===== src/hdl/sfcc_pkg.sv =====
// Shared types, constants and functions for the sensor frame CRC and conversion block.
// It has no dependencies. sfcc_convert and sensor_frame_crc_convert use it.
package sfcc_pkg;

  localparam logic [7:0] CrcInit = 8'hFF;
  localparam logic [7:0] CrcPoly = 8'h31;

  localparam logic [14:0] TempScale  = 15'd17500;
  localparam logic [13:0] HumScale   = 14'd12500;
  localparam logic [15:0] RoundBias  = 16'd32767;
  localparam logic [15:0] Divisor    = 16'd65535;
  localparam logic [15:0] TempOffset = 16'd4500;
  localparam logic [13:0] HumOffset  = 14'd600;
  localparam logic [13:0] HumMax     = 14'd10000;
  localparam logic [13:0] HumUpper   = 14'd10600;  // HumMax plus HumOffset

  // Status bits of one result.
  localparam int unsigned StatFirstBad  = 0;
  localparam int unsigned StatSecondBad = 1;

  // Kind of frame selected by the configuration register.
  typedef enum logic {
    KIND_MEASURE = 1'b0,
    KIND_SERIAL  = 1'b1
  } frame_kind_e;

  // Values produced from the two data words of one frame.
  typedef struct packed {
    logic signed [14:0] temperature_centi;
    logic [13:0]        humidity_centi;
    logic               humidity_saturated;
    logic [31:0]        serial_number;
  } conv_result_t;

  // One byte through CRC-8, MSB first, no final xor.
  function automatic logic [7:0] crc8_byte(input logic [7:0] crc, input logic [7:0] b);
    logic [7:0] c;
    c = crc ^ b;
    for (int i = 0; i < 8; i++) begin
      if (c[7]) begin
        c = {c[6:0], 1'b0} ^ CrcPoly;
      end else begin
        c = {c[6:0], 1'b0};
      end
    end
    return c;
  endfunction

  // Quotient of x by 65535. Taking x >> 16 as a first guess leaves a remainder of
  // x[15:0] plus that guess, which stays below twice the divisor while the guess
  // is below 65535, so one compare fixes the quotient.
  function automatic logic [15:0] div_by_65535(input logic [31:0] x);
    logic [15:0] q0;
    logic [16:0] r0;
    q0 = x[31:16];
    r0 = {1'b0, x[15:0]} + {1'b0, q0};
    if (r0 >= {1'b0, Divisor}) begin
      return q0 + 16'd1;
    end else begin
      return q0;
    end
  endfunction

endpackage


===== src/hdl/sfcc_convert.sv =====
// Conversion of the two data words of a frame into temperature, humidity or serial number.
// Depends on sfcc_pkg for the scale constants, the division helper and the result type.
module sfcc_convert (
  input  logic [15:0]           first_word_i,
  input  logic [15:0]           second_word_i,
  input  sfcc_pkg::frame_kind_e frame_kind_i,
  output sfcc_pkg::conv_result_t result_o
);

  logic [31:0] temp_scaled;
  logic [31:0] hum_scaled;
  logic [15:0] temp_quot;
  logic [15:0] hum_quot;
  logic [15:0] temp_value;
  logic [13:0] hum_value;
  logic        hum_sat;

  // Scaled and rounded values; both sums stay below 2^31.
  assign temp_scaled = ({17'd0, sfcc_pkg::TempScale} * {16'd0, first_word_i})
                     + {16'd0, sfcc_pkg::RoundBias};
  assign hum_scaled  = ({18'd0, sfcc_pkg::HumScale} * {16'd0, second_word_i})
                     + {16'd0, sfcc_pkg::RoundBias};

  assign temp_quot  = sfcc_pkg::div_by_65535(temp_scaled);
  assign hum_quot   = sfcc_pkg::div_by_65535(hum_scaled);
  assign temp_value = temp_quot - sfcc_pkg::TempOffset;

  // The humidity quotient is at most 12500, so its low 14 bits hold it.
  always_comb begin
    hum_value = '0;
    hum_sat   = 1'b0;
    priority if (hum_quot[13:0] < sfcc_pkg::HumOffset) begin
      hum_value = '0;
      hum_sat   = 1'b1;
    end else if (hum_quot[13:0] > sfcc_pkg::HumUpper) begin
      hum_value = sfcc_pkg::HumMax;
      hum_sat   = 1'b1;
    end else begin
      hum_value = hum_quot[13:0] - sfcc_pkg::HumOffset;
    end
  end

  always_comb begin
    result_o = '0;
    unique case (frame_kind_i)
      sfcc_pkg::KIND_SERIAL: begin
        result_o.serial_number = {first_word_i, second_word_i};
      end
      sfcc_pkg::KIND_MEASURE: begin
        result_o.temperature_centi  = temp_value[14:0];
        result_o.humidity_centi     = hum_value;
        result_o.humidity_saturated = hum_sat;
      end
      default: begin
        result_o = '0;
      end
    endcase
  end

endmodule


===== src/hdl/sensor_frame_crc_convert.sv =====
// Top level of the sensor reply frame checker and converter.
// Depends on sfcc_pkg and instantiates sfcc_convert.
//
// Usage:
// The input channel carries one reply byte per transaction, in the order
// first word high, first word low, first CRC, second word high, second word
// low, second CRC. A byte with frame_start_i high always begins a new frame;
// a partial frame is then dropped without a result. Each word is checked
// with CRC-8 (polynomial 0x31, initial value 0xFF, MSB first).
// The sixth byte of a frame yields one output transaction in the cycle after
// it is accepted. It carries the CRC status, the raw words and either the
// converted temperature and humidity or the 32-bit serial number, as chosen
// by the frame kind register. The other bytes yield no output.
// Throughput is one byte per cycle while in_stall_o is low. The per-byte
// CRC and the constant-scaled conversion are done in the single logic stage
// between the frame state registers and the output register.
// When the receiver stalls while a result is held, in_stall_o rises in the
// same cycle and no byte is taken until the output register is free again;
// a result being taken frees the register for a new one in that cycle.
// Reset clears the frame position, the CRC state, the frame kind (to
// measurement) and the output valid flag.
// The frame kind register may be written only while no frame is in flight.
module sensor_frame_crc_convert (
  input  logic               clk_i,
  input  logic               rst_ni,
  input  logic               cfg_we_i,
  input  logic               cfg_wdata_i,
  input  logic               in_valid_i,
  output logic               in_stall_o,
  input  logic [7:0]         data_byte_i,
  input  logic               frame_start_i,
  output logic               out_valid_o,
  input  logic               out_stall_i,
  output logic [1:0]         status_o,
  output logic signed [14:0] temperature_centi_o,
  output logic [13:0]        humidity_centi_o,
  output logic               humidity_saturated_o,
  output logic [31:0]        serial_number_o,
  output logic [15:0]        first_word_o,
  output logic [15:0]        second_word_o
);

  // Position of the next byte within the frame.
  typedef enum logic [2:0] {
    POS_W1_HI  = 3'd0,
    POS_W1_LO  = 3'd1,
    POS_W1_CRC = 3'd2,
    POS_W2_HI  = 3'd3,
    POS_W2_LO  = 3'd4,
    POS_W2_CRC = 3'd5
  } pos_e;

  sfcc_pkg::frame_kind_e frame_kind_q;
  pos_e                  pos_q, pos_d, pos_cur;
  logic [7:0]            crc_q, crc_d;
  logic [15:0]           acc_q, acc_d;
  logic [15:0]           held_q, held_d;
  logic                  first_bad_q, first_bad_d;
  logic                  in_accept;
  logic                  frame_done;
  logic                  second_bad;
  logic                  out_valid_q;
  sfcc_pkg::conv_result_t conv;

  // The byte is taken unless a held result is being stalled.
  assign in_stall_o = out_valid_q & out_stall_i;
  assign in_accept  = in_valid_i & ~in_stall_o;

  // A frame start forces the first position.
  assign pos_cur = frame_start_i ? POS_W1_HI : pos_q;

  always_comb begin
    pos_d       = pos_q;
    crc_d       = crc_q;
    acc_d       = acc_q;
    held_d      = held_q;
    first_bad_d = first_bad_q;
    frame_done  = 1'b0;
    second_bad  = (crc_q != data_byte_i);
    unique case (pos_cur)
      POS_W1_HI, POS_W2_HI: begin
        crc_d = sfcc_pkg::crc8_byte(sfcc_pkg::CrcInit, data_byte_i);
        acc_d = {data_byte_i, 8'd0};
        pos_d = (pos_cur == POS_W1_HI) ? POS_W1_LO : POS_W2_LO;
      end
      POS_W1_LO, POS_W2_LO: begin
        crc_d = sfcc_pkg::crc8_byte(crc_q, data_byte_i);
        acc_d = acc_q | {8'd0, data_byte_i};
        pos_d = (pos_cur == POS_W1_LO) ? POS_W1_CRC : POS_W2_CRC;
      end
      POS_W1_CRC: begin
        first_bad_d = (crc_q != data_byte_i);
        held_d      = acc_q;
        crc_d       = sfcc_pkg::CrcInit;
        pos_d       = POS_W2_HI;
      end
      POS_W2_CRC: begin
        crc_d      = sfcc_pkg::CrcInit;
        pos_d      = POS_W1_HI;
        frame_done = 1'b1;
      end
      default: begin
        // Unused position codes behave as the first byte of a frame.
        crc_d = sfcc_pkg::crc8_byte(sfcc_pkg::CrcInit, data_byte_i);
        acc_d = {data_byte_i, 8'd0};
        pos_d = POS_W1_LO;
      end
    endcase
  end

  sfcc_convert u_convert (
    .first_word_i  (held_q),
    .second_word_i (acc_q),
    .frame_kind_i  (frame_kind_q),
    .result_o      (conv)
  );

  // Configuration and frame state.
  always_ff @(posedge clk_i or negedge rst_ni) begin
    if (!rst_ni) begin
      frame_kind_q <= sfcc_pkg::KIND_MEASURE;
      pos_q        <= POS_W1_HI;
      crc_q        <= sfcc_pkg::CrcInit;
      acc_q        <= '0;
      held_q       <= '0;
      first_bad_q  <= 1'b0;
    end else begin
      if (cfg_we_i) begin
        frame_kind_q <= sfcc_pkg::frame_kind_e'(cfg_wdata_i);
      end
      if (in_accept) begin
        pos_q       <= pos_d;
        crc_q       <= crc_d;
        acc_q       <= acc_d;
        held_q      <= held_d;
        first_bad_q <= first_bad_d;
      end
    end
  end

  // Output valid flag.
  always_ff @(posedge clk_i or negedge rst_ni) begin
    if (!rst_ni) begin
      out_valid_q <= 1'b0;
    end else if (in_accept && frame_done) begin
      out_valid_q <= 1'b1;
    end else if (!out_stall_i) begin
      out_valid_q <= 1'b0;
    end
  end

  // Output payload; loaded only when a frame completes.
  always_ff @(posedge clk_i) begin
    if (in_accept && frame_done) begin
      status_o[sfcc_pkg::StatFirstBad]  <= first_bad_q;
      status_o[sfcc_pkg::StatSecondBad] <= second_bad;
      temperature_centi_o  <= conv.temperature_centi;
      humidity_centi_o     <= conv.humidity_centi;
      humidity_saturated_o <= conv.humidity_saturated;
      serial_number_o      <= conv.serial_number;
      first_word_o         <= held_q;
      second_word_o        <= acc_q;
    end
  end

  assign out_valid_o = out_valid_q;

endmodule


===== config.mk =====
export PLATFORM = sky130hd
export DESIGN_NAME = sensor_frame_crc_convert
export DESIGN_NICKNAME = d
export VERILOG_FILES = /design/src/hdl/sfcc_pkg.sv /design/src/hdl/sfcc_convert.sv /design/src/hdl/sensor_frame_crc_convert.sv
export SDC_FILE = /design/constraint.sdc
export NUM_CORES = 1
export LEC_CHECK = 0
export ABC_AREA = 1
export BUFFER_PORTS_ARGS = -buffer_cell sky130_fd_sc_hd__buf_4
export CORE_MARGIN = 3
export CORE_UTILIZATION = 57
export CTS_CLUSTER_DIAMETER = 60
export DETAILED_ROUTE_END_ITERATION = 16
export PLACE_DENSITY = 0.83
export SLEW_MARGIN = 25
export SYNTH_ARGS = -nofsm -noshare
export SYNTH_HDL_FRONTEND = slang
export SYNTH_HIERARCHICAL = 1
export SYNTH_SLANG_ARGS = --single-unit

===== constraint.sdc =====
create_clock -name clk_i -period 7.8 [get_ports clk_i]
set_clock_uncertainty 0.2 [all_clocks]
set_input_delay 0.39 -clock clk_i [delete_from_list [all_inputs] [get_ports clk_i]]
set_output_delay 0.39 -clock clk_i [all_outputs]
set_load 0.03 [all_outputs]

==> run metrics, run 1 <==
Top FF cell, synth=edfxtp_1; CTS max path bufs=2; Synth Area in Compound Gates=6.855%; total global-route track usage=63.67%; Yosys top cell area share=17.19%; syn_area_per_cell=7.372 um2; number of synthesized flops with an enable pin=96; Die Ht=182.5 um; FFs w/ async S/R, synth=32.39%; gpl congestion=0.9663; GRT worst endpoint=temperature_centi_o[13]$_DFFE_PP_/D; tool error=[ERROR GRT-0232] Routing congestion too high. Check the congestion heatmap in the GUI.; mux contribution to synthesized area=0.06341%; area share of and/or/nand/nor cells after synthesis=25.93%; Initial Utilization=58.83%; I/O pin cnt=113; hpwl dp=40930 um; largest area contributor in the netlist=ha_1; synth unique cells=56; status=did not finish; width of the die=182.5 um; placed cell count=3226; GRT overflow=11; Halt Stage=global routing; post-synthesis cell area=0.01776 mm2; main combinational cell family by area after synthesis=adder cells; # rows=63; Clk Tree Root Cell=clkbuf_16; placed cell area=0.02155 mm2; Synth Area in Adders=26.55%; yosys warns=6; port bufs=112; Mapped Cells=2409; syn nets=2751; Post-Synth XOR/XNOR Area=5.538%; Yosys reg bits=142; largest net degree at the start of global routing=55; number of buffers created by CTS=17; Worst EP kind=register data pin; CTS H-tree lvls=4; Seq/Total Area, Yosys=22.77%; CTS Sinks=142; largest cells by area after synthesis=ha_1 17%, edfxtp_1 16%, nand2_1 13%, inv_1 11%, fa_1 9.4%
-- synthesized netlist by cell type (6+ instances only) --
cell,count
or2_2,9
o21ai_0,39
ha_1,244
nand4_1,27
o21ai_1,11
inv_2,16
edfxtp_1,96
inv_1,520
o21bai_1,10
nor2_1,160
a21oi_1,96
nand2_1,620
nand2_2,31
dfstp_2,8
a21oi_2,6
nand3_1,158
o21ai_2,14
buf_6,8
fa_1,83
xnor2_1,27
nor3_1,21
xor2_1,76
dfrtp_1,38
nor2_2,13
-- per-stage QoR --
stage | worst slack [ps] | hold WS, ps
after CTS | -167.6 | 12.19
after detailed placement | -770.9 | 239.2
after global placement | -454.2 | 234.3
after floorplan | 7.779 | -105.6
-- kinds of logic after synthesis --
family / after synthesis
adder cells (fa/ha/maj): 327
AO/OA/AOI/OAI: 205
XOR/XNOR: 108
multiplexers: 1
AND/OR/NAND/NOR: 1066
flip-flops: 142
buffers and inverters: 560
-- per-layer routing --
metal  overflow  track usage (%)
met1          1            62.95
met2          5            84.16
met3          0            46.80
met4          5            59.26
met5          0            14.81
-- what timing repair did --
action,in CTS
pin swaps,194
setup endpoints to repair,29
gates cloned,2
buffers inserted,100
resized for setup,389
hold endpoints to repair,39
hold buffers,2
==> inputs of run 2 (changes only) <==
--- a/config.mk
+++ b/config.mk
@@ -8,10 +8,9 @@
 export ABC_AREA = 1
 export BUFFER_PORTS_ARGS = -buffer_cell sky130_fd_sc_hd__buf_4
 export CORE_MARGIN = 3
-export CORE_UTILIZATION = 57
-export CTS_CLUSTER_DIAMETER = 60
+export CORE_UTILIZATION = 40
 export DETAILED_ROUTE_END_ITERATION = 16
-export PLACE_DENSITY = 0.83
+export PLACE_DENSITY_LB_ADDON = 0.15
 export SLEW_MARGIN = 25
 export SYNTH_ARGS = -nofsm -noshare
 export SYNTH_HDL_FRONTEND = slang
==> constraint.sdc (replaced) <==
create_clock -name clk_i -period 10.1 [get_ports clk_i]
set_clock_uncertainty 0.2 [all_clocks]
set_input_delay 0.505 -clock clk_i [delete_from_list [all_inputs] [get_ports clk_i]]
set_output_delay 0.505 -clock clk_i [all_outputs]
set_load 0.03 [all_outputs]
==> run 2 against run 1 <==
Against the previous run: synthesized cell count stayed put; the run now ends clean; synthesized area stayed put.
==> run metrics, run 2 <==
status=finished clean; CP Data Required Time=10080 ps; synthesis-to-finish area growth=12.14%; Vias/cell=4.833; critical path's slowest cell=fa_1; worst reg2reg setup slack=950 ps; leading cell type in the layout, fill and taps excluded=nand2_1; Top FF cell, synth=edfxtp_1; Worst-Skew Late Latency=440 ps; via count=15130; CP Capture Type=register; GRT overflow=0; yosys warns=6; I/O pin cnt=113; Critical Path Start Type=register; Reg area=0.004046 mm2; first-pass GRT wire length=76730 um; initial antenna violation count=0; Clk Tree Root Cell=clkbuf_16; FFs w/ async S/R, synth=32.39%; hold depth=3; Synth Area in Adders=26.55%; number of buffers created by CTS=17; mux contribution to synthesized area=0.06341%; Post-Synth XOR/XNOR Area=5.538%; core area=0.04346 mm2; Yosys top cell area share=17.19%; CTS tree=yes; gpl congestion=0.8875; # rows=76; Antenna Cells=0; fillers=4476; Fin. Hold Viols=0; largest reg by FF count=serial_number_o; post-synthesis cell area=0.01776 mm2; total global-route track usage=20.25%; Mapped Cells=2409; CP arrival=9130 ps; port bufs=112; Worst Tran Pin Value=976.4 ps; Initial DRT Pass Iterations=6; fin. max-slew vios=0; CTS Sinks=142; Final setup viols=0; FMAX=109.3 MHz; Synth Area in Compound Gates=6.855%; Final ANT Viol Nets=0; starting DRC count in detailed routing=895; CTS max path bufs=2; Tightest Hold Check Type=in -> reg; fraction of layout cells with a size suffix above 1=11.36%; average routed wire per standard cell=14.78 um; CP max FO=19; die area=0.04696 mm2; syn nets=2751; CTS H-tree lvls=4; R2R Path End=humidity_centi_o[11]; R2R depth=54; largest net degree at the start of global routing=64; most frequent cells in the layout=619 x nand2_1, 520 x inv_1, 244 x ha_1; syn_area_per_cell=7.372 um2; Slew headroom=34.75%; Hold Path Sink=out_valid_o; Die Ht=216.7 um; most common cell in the synthesized netlist=nand2_1; largest area contributor in the netlist=ha_1; Initial Utilization=40.87%; Largest register FFs=32; max-cap viol count=0; area of the multi-input gates=0.01158 mm2; number of global-route vias before repair=15230; Final min period=9148 ps; Setup TNS Final=0 ps; slowest stage delay, CP=540 ps; reg-to-reg critical path startpoint=acc_q[11]; fin crit share=90.58%; worst path bufs/invs=10; width of the die=216.7 um; largest cells by area after synthesis=ha_1 17%, edfxtp_1 16%, nand2_1 13%, inv_1 11%, fa_1 9.4%; number of synthesized flops with an enable pin=96; synth unique cells=56; Most Frequent Cell on Critical Path=nand2_1; Crit path depth=54; Synth top cells by count=620 x nand2_1, 520 x inv_1, 244 x ha_1; area share of and/or/nand/nor cells after synthesis=25.93%; nets=2874; hpwl dp=38510 um; main combinational cell family by area after synthesis=adder cells; Seq/Total Area, Yosys=22.77%; routed wire length=46260 um; CP top delay family=simple AND/OR/NAND/NOR gates; Worst Min Path Start=out_stall_i; Clock Pin Slew Worst Setup and Hold Paths=70 ps; DRC viols=0; Yosys reg bits=142; kind of critical path=reg -> reg
==> run 2: stage by stage <==
step	hold slack (ps)	worst slack (ps)	cells	cell area, um2	utilization [%]
final	108.9	951.9	3130	19920	45.83
after global routing	121.4	-0.8455	3130	19920	45.83
after CTS	70.54	606.3	3126	19840	45.66
after detailed placement	242.1	620.6	3093	19250	44.30
after global placement	238.0	692.1	3093	19250	44.30
after floorplan	9.409	2094	2409	17760	-
==> run 2: repair_timing <==
| action | CTS | global route |
|---|---|---|
| hold buffers | 1 | 0 |
| setup buffers | 0 | 4 |
| endpoints found under the setup margin | 0 | 24 |
| hold endpoints to repair | 38 | 0 |
| gates resized for setup | 0 | 8 |
==> run 2: cell type report <==
type	count	share of cell area [%]
clock buffer	18	2.155
inverter	536	10.10
tap	585	3.675
clock inverter	14	0.7790
multi-input combinational	1707	58.13
timing repair buffer	128	4.838
sequential	142	20.32
==> run 2: worst reg2reg max path: cells and delay by family (launching register included) <==
family | cells | cell delay, ps
buffers and inverters | 10 | 640
xor gates and xnor gates | 1 | 230
DFF | 1 | 530
and+or+nand+nor | 32 | 3620
adders and majority gates | 8 | 3170
AOI/OAI and AO/OA | 3 | 490
==> run 2: logic make-up (layout without fill, tap and decap cells) <==
| kind of cell | count (synthesis) | count (layout) |
|---|---|---|
| DFF | 142 | 142 |
| xor gates and xnor gates | 108 | 108 |
| AOI/OAI and AO/OA | 205 | 205 |
| and+or+nand+nor | 1066 | 1066 |
| muxes | 1 | 1 |
| adders and majority gates | 327 | 327 |
| buffers and inverters | 560 | 696 |
==> run 2: worst max-delay path by stage <==
stage,end,slack (ps),from
floorplan,humidity_centi_o[11],2090,acc_q[12]
global placement,temperature_centi_o[14],690,held_q[12]
detailed placement,humidity_centi_o[11],620,acc_q[11]
CTS,humidity_centi_o[11],610,acc_q[11]
global route,humidity_centi_o[11],-0.8,acc_q[4]
finish,humidity_centi_o[11],950,acc_q[11]
==> run 2: per-layer routing <==
metal  GRT usage (%)  wire [um]  vias to the layer above
met1           26.76      21740                     7069
met3           2.173       1133                       43
met2           35.48      22560                      211
li1                -          -                     7804
met4           5.078        828                        0
met5               0          0                        -
Power of run 2 is not shown: default switching activity piles up to over one toggle a cycle in this logic, so the estimate is an artifact.
